--- src/rtl/tcnw_pkg.sv ---
`default_nettype none
package tcnw_pkg;

	localparam logic [1:0] MODE_CHAR = 2'd0;
	localparam logic [1:0] MODE_DEC  = 2'd1;
	localparam logic [1:0] MODE_HEX  = 2'd2;
	localparam logic [1:0] MODE_NONE = 2'd3;

	localparam logic [7:0] CHR_NEWLINE = 8'h0A;
	localparam logic [7:0] CHR_ZERO    = 8'h30;
	localparam logic [7:0] CHR_MINUS   = 8'h2D;
	localparam logic [7:0] CHR_X       = 8'h78;

	localparam logic [7:0]  COLOR_RESET = 8'h07;
	localparam logic [3:0]  HEX_DIGITS  = 4'd8;
	localparam int          DEC_DIGITS  = 10;
	localparam logic [31:0] RECIP_TEN   = 32'hCCCC_CCCD;
	localparam int          RECIP_SHIFT = 35;

	localparam logic [2:0] CH_VALUE = 3'd0;
	localparam logic [2:0] CH_ZERO  = 3'd1;
	localparam logic [2:0] CH_MINUS = 3'd2;
	localparam logic [2:0] CH_X     = 3'd3;
	localparam logic [2:0] CH_HEX   = 3'd4;
	localparam logic [2:0] CH_DIGIT = 3'd5;

	localparam logic [1:0] LAST_NO   = 2'd0;
	localparam logic [1:0] LAST_YES  = 2'd1;
	localparam logic [1:0] LAST_CNT1 = 2'd2;

	localparam logic [2:0] OP_NONE  = 3'd0;
	localparam logic [2:0] OP_NEG   = 3'd1;
	localparam logic [2:0] OP_MUL   = 3'd2;
	localparam logic [2:0] OP_PUSH  = 3'd3;
	localparam logic [2:0] OP_POP   = 3'd4;
	localparam logic [2:0] OP_HEX   = 3'd5;
	localparam logic [2:0] OP_LOAD8 = 3'd6;

	localparam logic [2:0] J_NONE     = 3'd0;
	localparam logic [2:0] J_MAG_ZERO = 3'd1;
	localparam logic [2:0] J_MAG_POS  = 3'd2;
	localparam logic [2:0] J_Q_NZ     = 3'd3;
	localparam logic [2:0] J_NOT_LAST = 3'd4;

	localparam logic [3:0] UA_CHR  = 4'd0;
	localparam logic [3:0] UA_DEC  = 4'd1;
	localparam logic [3:0] UA_SIGN = 4'd2;
	localparam logic [3:0] UA_NEG  = 4'd3;
	localparam logic [3:0] UA_DIV  = 4'd4;
	localparam logic [3:0] UA_PUSH = 4'd5;
	localparam logic [3:0] UA_POP  = 4'd6;
	localparam logic [3:0] UA_DZ   = 4'd7;
	localparam logic [3:0] UA_HEX  = 4'd8;
	localparam logic [3:0] UA_HEXX = 4'd9;
	localparam logic [3:0] UA_HEXL = 4'd10;

	typedef struct packed {
		logic       emit;
		logic [2:0] chsel;
		logic [1:0] lastsel;
		logic [2:0] op;
		logic [2:0] jcond;
		logic [3:0] target;
		logic       fin;
	} uword_t;

	typedef struct packed {
		logic       run;
		logic       emit;
		logic [2:0] chsel;
		logic [1:0] lastsel;
		logic [2:0] op;
	} ctl_t;

	typedef struct packed {
		logic mag_zero;
		logic mag_neg;
		logic q_nz;
		logic cnt_one;
		logic cnt_zero;
		logic out_free;
	} sts_t;

	function automatic uword_t mk(input logic emit, input logic [2:0] chsel,
			input logic [1:0] lastsel, input logic [2:0] op, input logic [2:0] jcond,
			input logic [3:0] target, input logic fin);
		uword_t w;
		w.emit    = emit;
		w.chsel   = chsel;
		w.lastsel = lastsel;
		w.op      = op;
		w.jcond   = jcond;
		w.target  = target;
		w.fin     = fin;
		return w;
	endfunction

	function automatic uword_t ucode(input logic [3:0] addr);
		uword_t w;
		w = mk(1'b0, CH_VALUE, LAST_NO, OP_NONE, J_NONE, UA_CHR, 1'b1);
		unique case (addr)
			UA_CHR:  w = mk(1'b1, CH_VALUE, LAST_YES, OP_NONE, J_NONE, UA_CHR, 1'b1);
			UA_DEC:  w = mk(1'b0, CH_VALUE, LAST_NO, OP_NONE, J_MAG_ZERO, UA_DZ, 1'b0);
			UA_SIGN: w = mk(1'b0, CH_VALUE, LAST_NO, OP_NONE, J_MAG_POS, UA_DIV, 1'b0);
			UA_NEG:  w = mk(1'b1, CH_MINUS, LAST_NO, OP_NEG, J_NONE, UA_CHR, 1'b0);
			UA_DIV:  w = mk(1'b0, CH_VALUE, LAST_NO, OP_MUL, J_NONE, UA_CHR, 1'b0);
			UA_PUSH: w = mk(1'b0, CH_VALUE, LAST_NO, OP_PUSH, J_Q_NZ, UA_DIV, 1'b0);
			UA_POP:  w = mk(1'b1, CH_DIGIT, LAST_CNT1, OP_POP, J_NOT_LAST, UA_POP, 1'b1);
			UA_DZ:   w = mk(1'b1, CH_ZERO, LAST_YES, OP_NONE, J_NONE, UA_CHR, 1'b1);
			UA_HEX:  w = mk(1'b1, CH_ZERO, LAST_NO, OP_NONE, J_NONE, UA_CHR, 1'b0);
			UA_HEXX: w = mk(1'b1, CH_X, LAST_NO, OP_LOAD8, J_NONE, UA_CHR, 1'b0);
			UA_HEXL: w = mk(1'b1, CH_HEX, LAST_CNT1, OP_HEX, J_NOT_LAST, UA_HEXL, 1'b1);
			default: w = mk(1'b0, CH_VALUE, LAST_NO, OP_NONE, J_NONE, UA_CHR, 1'b1);
		endcase
		return w;
	endfunction

	function automatic logic [7:0] hex_char(input logic [3:0] n);
		logic [7:0] c;
		if (n < 4'd10) begin
			c = 8'h30 + {4'd0, n};
		end else begin
			c = 8'h37 + {4'd0, n};
		end
		return c;
	endfunction

endpackage
`default_nettype wire

--- src/rtl/text_console_number_writer.sv ---
`default_nettype none
// channel   dir  handshake              payload
// s_*       in   s_tvalid / s_tready    s_tuser = mode, s_tdata = value
// m_*       out  m_tvalid / m_tready    m_tdata = cell_index, cell_word; m_tlast = last
// cfg_*     in   cfg_valid / cfg_ready  cfg_data = text_color
//
// A request is taken only while the sequencer is idle; the microprogram starts in the
// cycle after acceptance. Character: 1 step. Hex: 10 steps. Decimal: 2 to 3 steps,
// then 2 steps per digit (multiply by reciprocal, then push) and 1 step per cell.
// Each cell step waits while the output register is full and m_tready is low.
// Reset clears the cursor, the sequencer and the output valid; text_color returns to 7.
module text_console_number_writer #(
	parameter int COLUMNS = 80,
	parameter int ROWS    = 25
) (
	input  wire logic        clk,
	input  wire logic        arst_n,
	input  wire logic        s_tvalid,
	output logic             s_tready,
	input  wire logic [31:0] s_tdata,   // [31:0] value
	input  wire logic [1:0]  s_tuser,   // [1:0] mode
	output logic             m_tvalid,
	input  wire logic        m_tready,
	output logic [31:0]      m_tdata,   // [10:0] cell_index, [26:11] cell_word, rest zero
	output logic             m_tlast,
	input  wire logic        cfg_valid,
	output logic             cfg_ready,
	input  wire logic [7:0]  cfg_data
);

	tcnw_pkg::ctl_t ctl;
	tcnw_pkg::sts_t sts;
	logic           busy;
	logic           start;
	logic [10:0]    out_index;
	logic [15:0]    out_word;

	assign s_tready  = !busy;
	assign start     = s_tvalid && s_tready;
	assign cfg_ready = 1'b1;

	tcnw_seq u_seq (
		.clk    (clk),
		.arst_n (arst_n),
		.start  (start),
		.mode   (s_tuser),
		.sts    (sts),
		.ctl    (ctl),
		.busy   (busy)
	);

	tcnw_datapath #(
		.COLUMNS (COLUMNS),
		.ROWS    (ROWS)
	) u_dp (
		.clk       (clk),
		.arst_n    (arst_n),
		.start     (start),
		.value     (s_tdata),
		.cfg_we    (cfg_valid && cfg_ready),
		.cfg_color (cfg_data),
		.ctl       (ctl),
		.sts       (sts),
		.out_valid (m_tvalid),
		.out_index (out_index),
		.out_word  (out_word),
		.out_last  (m_tlast),
		.out_ready (m_tready)
	);

	assign m_tdata = {5'd0, out_word, out_index};

	a_pop_nonempty: assert property (@(posedge clk) disable iff (!arst_n)
		(ctl.run && ctl.emit && ctl.chsel == tcnw_pkg::CH_DIGIT) |-> !sts.cnt_zero)
		else $error("digit pop from empty stack");

	a_hex_count: assert property (@(posedge clk) disable iff (!arst_n)
		(ctl.run && ctl.chsel == tcnw_pkg::CH_HEX) |-> !sts.cnt_zero)
		else $error("hex digit count underflow");

	a_busy_after_start: assert property (@(posedge clk) disable iff (!arst_n)
		(start && s_tuser != tcnw_pkg::MODE_NONE) |=> !s_tready)
		else $error("request accepted without starting the sequencer");

	a_emit_needs_room: assert property (@(posedge clk) disable iff (!arst_n)
		(ctl.run && ctl.emit) |-> sts.out_free)
		else $error("cell step advanced with output register full");

endmodule
`default_nettype wire

--- src/rtl/tcnw_seq.sv ---
`default_nettype none
module tcnw_seq (
	input  wire logic           clk,
	input  wire logic           arst_n,
	input  wire logic           start,
	input  wire logic [1:0]     mode,
	input  wire tcnw_pkg::sts_t sts,
	output tcnw_pkg::ctl_t      ctl,
	output logic                busy
);

	logic [3:0]       pc_q;
	logic             busy_q;
	tcnw_pkg::uword_t word;
	logic             advance;
	logic             taken;

	assign word    = tcnw_pkg::ucode(pc_q);
	assign advance = busy_q && (!word.emit || sts.out_free);
	assign busy    = busy_q;

	always_comb begin
		unique case (word.jcond)
			tcnw_pkg::J_MAG_ZERO: taken = sts.mag_zero;
			tcnw_pkg::J_MAG_POS:  taken = !sts.mag_neg;
			tcnw_pkg::J_Q_NZ:     taken = sts.q_nz;
			tcnw_pkg::J_NOT_LAST: taken = !sts.cnt_one;
			default:              taken = 1'b0;
		endcase
	end

	assign ctl.run     = advance;
	assign ctl.emit    = word.emit;
	assign ctl.chsel   = word.chsel;
	assign ctl.lastsel = word.lastsel;
	assign ctl.op      = word.op;

	always_ff @(posedge clk or negedge arst_n) begin
		if (!arst_n) begin
			busy_q <= 1'b0;
			pc_q   <= tcnw_pkg::UA_CHR;
		end else if (start) begin
			unique case (mode)
				tcnw_pkg::MODE_CHAR: begin
					busy_q <= 1'b1;
					pc_q   <= tcnw_pkg::UA_CHR;
				end
				tcnw_pkg::MODE_DEC: begin
					busy_q <= 1'b1;
					pc_q   <= tcnw_pkg::UA_DEC;
				end
				tcnw_pkg::MODE_HEX: begin
					busy_q <= 1'b1;
					pc_q   <= tcnw_pkg::UA_HEX;
				end
				default: busy_q <= 1'b0;
			endcase
		end else if (advance) begin
			if (taken) begin
				pc_q <= word.target;
			end else if (word.fin) begin
				busy_q <= 1'b0;
			end else begin
				pc_q <= pc_q + 4'd1;
			end
		end
	end

endmodule
`default_nettype wire

--- src/rtl/tcnw_datapath.sv ---
`default_nettype none
module tcnw_datapath #(
	parameter int COLUMNS = 80,
	parameter int ROWS    = 25
) (
	input  wire logic           clk,
	input  wire logic           arst_n,
	input  wire logic           start,
	input  wire logic [31:0]    value,
	input  wire logic           cfg_we,
	input  wire logic [7:0]     cfg_color,
	input  wire tcnw_pkg::ctl_t ctl,
	output tcnw_pkg::sts_t      sts,
	output logic                out_valid,
	output logic [10:0]         out_index,
	output logic [15:0]         out_word,
	output logic                out_last,
	input  wire logic           out_ready
);

	localparam int COL_W = (COLUMNS > 1) ? $clog2(COLUMNS) : 1;
	localparam int LN_W  = (ROWS > 1) ? $clog2(ROWS) : 1;

	logic [31:0]      mag_q;
	logic [63:0]      prod_q;
	logic [3:0]       cnt_q;
	logic [3:0]       stk_q [tcnw_pkg::DEC_DIGITS];
	logic [COL_W-1:0] col_q;
	logic [LN_W-1:0]  line_q;
	logic [7:0]       color_q;
	logic             out_valid_q;
	logic [10:0]      out_index_q;
	logic [15:0]      out_word_q;
	logic             out_last_q;

	logic [31:0] quo;
	logic [31:0] rem;
	logic [3:0]  top_idx;
	logic [7:0]  ch;
	logic        is_last;
	logic        write_cell;
	logic        newline;
	logic [11:0] index_full;

	assign quo     = {3'd0, prod_q[63:tcnw_pkg::RECIP_SHIFT]};
	assign rem     = mag_q - ((quo << 3) + (quo << 1));
	assign top_idx = cnt_q - 4'd1;

	always_comb begin
		unique case (ctl.chsel)
			tcnw_pkg::CH_ZERO:  ch = tcnw_pkg::CHR_ZERO;
			tcnw_pkg::CH_MINUS: ch = tcnw_pkg::CHR_MINUS;
			tcnw_pkg::CH_X:     ch = tcnw_pkg::CHR_X;
			tcnw_pkg::CH_HEX:   ch = tcnw_pkg::hex_char(mag_q[31:28]);
			tcnw_pkg::CH_DIGIT: ch = tcnw_pkg::CHR_ZERO + {4'd0, stk_q[top_idx]};
			default:            ch = mag_q[7:0];
		endcase
	end

	always_comb begin
		unique case (ctl.lastsel)
			tcnw_pkg::LAST_YES:  is_last = 1'b1;
			tcnw_pkg::LAST_CNT1: is_last = (cnt_q == 4'd1);
			default:             is_last = 1'b0;
		endcase
	end

	assign newline    = ctl.run && ctl.emit && (ch == tcnw_pkg::CHR_NEWLINE);
	assign write_cell = ctl.run && ctl.emit && (ch != tcnw_pkg::CHR_NEWLINE);
	assign index_full = 12'({{(12-LN_W){1'b0}}, line_q} * 12'(COLUMNS))
		+ {{(12-COL_W){1'b0}}, col_q};

	assign sts.mag_zero = (mag_q == 32'd0);
	assign sts.mag_neg  = mag_q[31];
	assign sts.q_nz     = (quo != 32'd0);
	assign sts.cnt_one  = (cnt_q == 4'd1);
	assign sts.cnt_zero = (cnt_q == 4'd0);
	assign sts.out_free = !out_valid_q || out_ready;

	always_ff @(posedge clk) begin
		if (start) begin
			mag_q <= value;
			cnt_q <= 4'd0;
		end else if (ctl.run) begin
			unique case (ctl.op)
				tcnw_pkg::OP_NEG: mag_q <= ~mag_q + 32'd1;
				tcnw_pkg::OP_MUL: prod_q <= 64'(mag_q) * 64'(tcnw_pkg::RECIP_TEN);
				tcnw_pkg::OP_PUSH: begin
					stk_q[cnt_q] <= rem[3:0];
					cnt_q        <= cnt_q + 4'd1;
					mag_q        <= quo;
				end
				tcnw_pkg::OP_POP: cnt_q <= cnt_q - 4'd1;
				tcnw_pkg::OP_HEX: begin
					mag_q <= mag_q << 4;
					cnt_q <= cnt_q - 4'd1;
				end
				tcnw_pkg::OP_LOAD8: cnt_q <= tcnw_pkg::HEX_DIGITS;
				default: ;
			endcase
		end
		if (write_cell) begin
			out_index_q <= index_full[10:0];
			out_word_q  <= {color_q, ch};
			out_last_q  <= is_last;
		end
	end

	always_ff @(posedge clk or negedge arst_n) begin
		if (!arst_n) begin
			col_q       <= '0;
			line_q      <= '0;
			color_q     <= tcnw_pkg::COLOR_RESET;
			out_valid_q <= 1'b0;
		end else begin
			if (cfg_we) begin
				color_q <= cfg_color;
			end
			if (newline || (write_cell && col_q == COL_W'(COLUMNS - 1))) begin
				col_q <= '0;
				if (line_q == LN_W'(ROWS - 1)) begin
					line_q <= '0;
				end else begin
					line_q <= line_q + LN_W'(1);
				end
			end else if (write_cell) begin
				col_q <= col_q + COL_W'(1);
			end
			if (write_cell) begin
				out_valid_q <= 1'b1;
			end else if (out_ready) begin
				out_valid_q <= 1'b0;
			end
		end
	end

	assign out_valid = out_valid_q;
	assign out_index = out_index_q;
	assign out_word  = out_word_q;
	assign out_last  = out_last_q;

endmodule
`default_nettype wire

--- config.mk ---
export PLATFORM = sky130hd
export DESIGN_NAME = text_console_number_writer
export DESIGN_NICKNAME = d
export VERILOG_FILES = /design/src/rtl/tcnw_pkg.sv /design/src/rtl/text_console_number_writer.sv /design/src/rtl/tcnw_seq.sv /design/src/rtl/tcnw_datapath.sv
export SDC_FILE = /design/constraint.sdc
export NUM_CORES = 1
export LEC_CHECK = 0
export BUFFER_PORTS_ARGS = -buffer_cell sky130_fd_sc_hd__clkbuf_2
export CAP_MARGIN = 15
export CORE_ASPECT_RATIO = 1.1
export CORE_UTILIZATION = 45
export DETAILED_ROUTE_END_ITERATION = 6
export GPL_TIMING_DRIVEN = 0
export HOLD_SLACK_MARGIN = 0.06
export PLACE_DENSITY_LB_ADDON = 0.3
export SETUP_SLACK_MARGIN = 0.15
export SLEW_MARGIN = 20
export SYNTH_ARGS = -nofsm -noshare
export SYNTH_HDL_FRONTEND = slang
export SYNTH_SLANG_ARGS = --single-unit
--- constraint.sdc ---
create_clock -name clk -period 9.9 [get_ports clk]
set_input_delay 1.98 -clock clk [delete_from_list [all_inputs] [get_ports clk]]
set_output_delay 1.98 -clock clk [all_outputs]
set_load 0.05 [all_outputs]
==> impl_results.md <==
* DRT iter0 DRCs at 1312
* Die Ht at 253 um
* Overflow after GRT at 0
* Crit-path max FO at 6
* Syn. warnings at 0
* Inserted Diodes at 0
* Max Slew Vio Count at 0
* Global-route wire length before repair at 117000 um
* Most common cell after layout, fill and taps aside: inv_1
* Drt wl/cell at 22.9 um
* Core box area at 56200 um^2
* # clock sinks at 159
* Violated checks: design-rule violations
* Layout cell share with drive strength beyond 1 at 0.0685
* Post-Syn Instances at 2482
* Final period util at 0.934
* Vias in the first global route at 19200
* WL final at 76600 um
* CTS Buf Count at 17
* Drt pass-1 iters at 7
* RSZ-0062 raised after global routing: no
* Synth unique cells at 82
* CTS Root Buffer Type: clkbuf_16
* Postcts setup bufs at 0
* Pin count of the biggest net entering global routing at 27
* Clk slew on worst S/H paths at 0.06 ns
* Residual DRC at 16
* RR Endpoint: u_dp.prod_q[44]$_DFFE_PP_
* Nets@finish at 3426
* Port-buffer cells at 75
* Die area at 58200 um^2
* Row count at 91
* Mapped Avg Cell Area at 10.4 um^2
* Max-cap viol count at 0
* Gp weighted congestion at 0.977
* CP Capture Type: register
* Minimum clock period at 9.25 ns
* Final hold viol count at 0
* Post_cts resized at 0
* Least-Margin Pin Slew at 1.20 ns
* Setup TNS at 0 ns
* Die W at 230 um
* CTS tree: yes
* Io pins at 83
* Layout Skew at 0.00955 ns
* Commonest cells after routing, fill and taps aside: inv_1, ha_1, fa_1
* Min-Delay Endpoint: u_dp.out_word[14]$_DFFE_PP_
* Register area share after synthesis at 0.179
* H-tree lvl count at 4
* DP Worst Slack at 0.455 ns
* Worst Slack Setup Final at 0.649 ns
* Register bit total from synthesis at 159
* Clk Latency, worst-skew pair at 0.43 ns
* Launch point of the worst reg-to-reg path: u_dp.mag_q[14]$_DFFE_PP_
* Clk buf depth at 2
* Async set-reset flop share out of synthesis at 0.164
* Starting Density at 0.458
* Crit path launch type: register
* Setup slack, reg-to-reg at 0.65 ns
* Initial antenna violation count at 1
* Area Overhead vs Synth at 7.94%
* Relative slew margins at 0.188
* EDFF count, synth at 129
* Synth Flop Type: edfxtp_1
* Hold crit path type: reg -> reg
* Dpl hpwl at 66800 um
* Hold-fix buffers, CTS at 0
* Mapped Area at 25700 um^2
* Crit path required time at 10.01 ns
* Antenna-violating nets left at 0
* Via density at 5.51
* Run status: finished with violations
* Cells on worst reg2reg path at 22
* Hold depth at 0
* Total Routing Usage GR at 0.272
* Hold_sp: u_dp.color_q[6]$_DFFE_PN0P_
* Crit path DAT at 9.36 ns
* Critical setup path kind: reg -> reg
* Endpoints failing setup at 0
* Via count at 18400
* Peak Freq at 108 MHz
flip-flops by register name (all words and copies together) (netlist names):
| signal | flops |
|---|---|
| u_dp.stk_q | 40 |
| u_dp.mag_q | 32 |
| u_dp.prod_q | 29 |
| u_dp.out_word | 16 |
| u_dp.out_index | 11 |
| u_dp.color_q | 8 |
| u_dp.col_q | 7 |
| u_dp.line_q | 5 |
| u_dp.cnt_q | 4 |
| u_seq.pc_q | 4 |
| u_dp.out_last | 1 |
| u_dp.out_valid | 1 |
| u_seq.busy | 1 |
cell usage after synthesis, types with 9 or more instances:
cell      instances  share of area
ha_1            404           0.20
o21ai_0          46         0.0089
xnor2_1          74          0.025
a222oi_1         22         0.0086
inv_1           607          0.089
and3_1           12         0.0029
xor2_1           56          0.019
o31ai_1           9         0.0026
nand3_1          28         0.0054
clkbuf_1         41         0.0060
a21oi_1         109          0.021
a211oi_1          9         0.0026
and2_1           23         0.0056
nor2_1           93          0.014
nor2b_1          15         0.0036
nand2_1          75          0.011
edfxtp_1        129           0.15
nand2b_1          9         0.0022
mux2_2           10         0.0044
nor3_1           10         0.0019
a21o_1           57          0.017
nor4_1           18         0.0044
dfrtp_1          23          0.022
nand4_1          19         0.0046
a221oi_1         14         0.0048
fa_1            388           0.30
a31oi_1           9         0.0022
per-stage QoR:
stage	hold slack (ns)	instance area, um^2	util	cells
4_1_cts	0.464	27800	0.494	3344
6_report	0.459	27800	0.494	3344
3_3_place_gp	0.430	27100	0.481	3305
5_1_grt	0.472	27800	0.494	3344
3_5_place_dp	0.446	27200	0.483	3312
2_1_floorplan	0.421	25800	-	2486
logic make-up after synthesis:
group	share of synthesized area
flip-flops	0.179
adder cells (fa/ha/maj)	0.498
AND/OR/NAND/NOR	0.0697
AO/OA/AOI/OAI	0.0939
multiplexers	0.0151
other	0.000292
buffers and inverters	0.0997
XOR/XNOR	0.0442
critical path: stages, from the launching register on:
cell,delay [ns]
edfxtp_1,0.66
inv_1,0.28
ha_1,0.57
inv_1,0.22
fa_1,0.54
inv_1,0.06
fa_1,0.50
inv_1,0.06
fa_1,0.49
inv_1,0.05
fa_1,0.55
fa_1,0.43
fa_1,0.53
fa_1,0.50
ha_1,0.36
nand4_1,0.25
nor4_2,0.60
nand4_1,0.16
o21ai_1,0.53
nor2_1,0.17
o21ai_0,0.49
a311oi_1,0.20
xnor2_1,0.71
final cells by class:
cell class,count,area [um^2]
buffer,60,279
clock buffer,21,470
clock inverter,11,126
fill,5266,28500
inverter,609,2290
multi-input combinational,1658,18600
sequential,159,4610
tap,744,931
timing repair buffer,82,455
how the worst max path moves through the flow:
| stage | slack [ns] | cells past startpoint | start | endpoint |
|---|---|---|---|---|
| after floorplan | 2.88 | 25 | u_dp.mag_q[19]$_DFFE_PP_ | u_dp.prod_q[60]$_DFFE_PP_ |
| after global placement | 0.45 | 20 | u_dp.mag_q[31]$_DFFE_PP_ | u_dp.prod_q[46]$_DFFE_PP_ |
| after detailed placement | 0.45 | 20 | u_dp.mag_q[31]$_DFFE_PP_ | u_dp.prod_q[46]$_DFFE_PP_ |
| after CTS | 0.37 | 23 | u_dp.mag_q[12]$_DFFE_PP_ | u_dp.prod_q[46]$_DFFE_PP_ |
| after global routing | 0.41 | 23 | u_dp.mag_q[11]$_DFFE_PP_ | u_dp.prod_q[44]$_DFFE_PP_ |
| final | 0.65 | 22 | u_dp.mag_q[14]$_DFFE_PP_ | u_dp.prod_q[44]$_DFFE_PP_ |
metal layers:
metal	routed length (um)	track usage	up-vias
li1	-	-	8324
met1	31500	0.355	9380
met2	37900	0.461	616
met3	4020	0.0293	120
met4	3160	0.109	0
met5	0	0	-
Power is not shown: default switching activity piles up to over one toggle a cycle in this logic, so the estimate is an artifact.
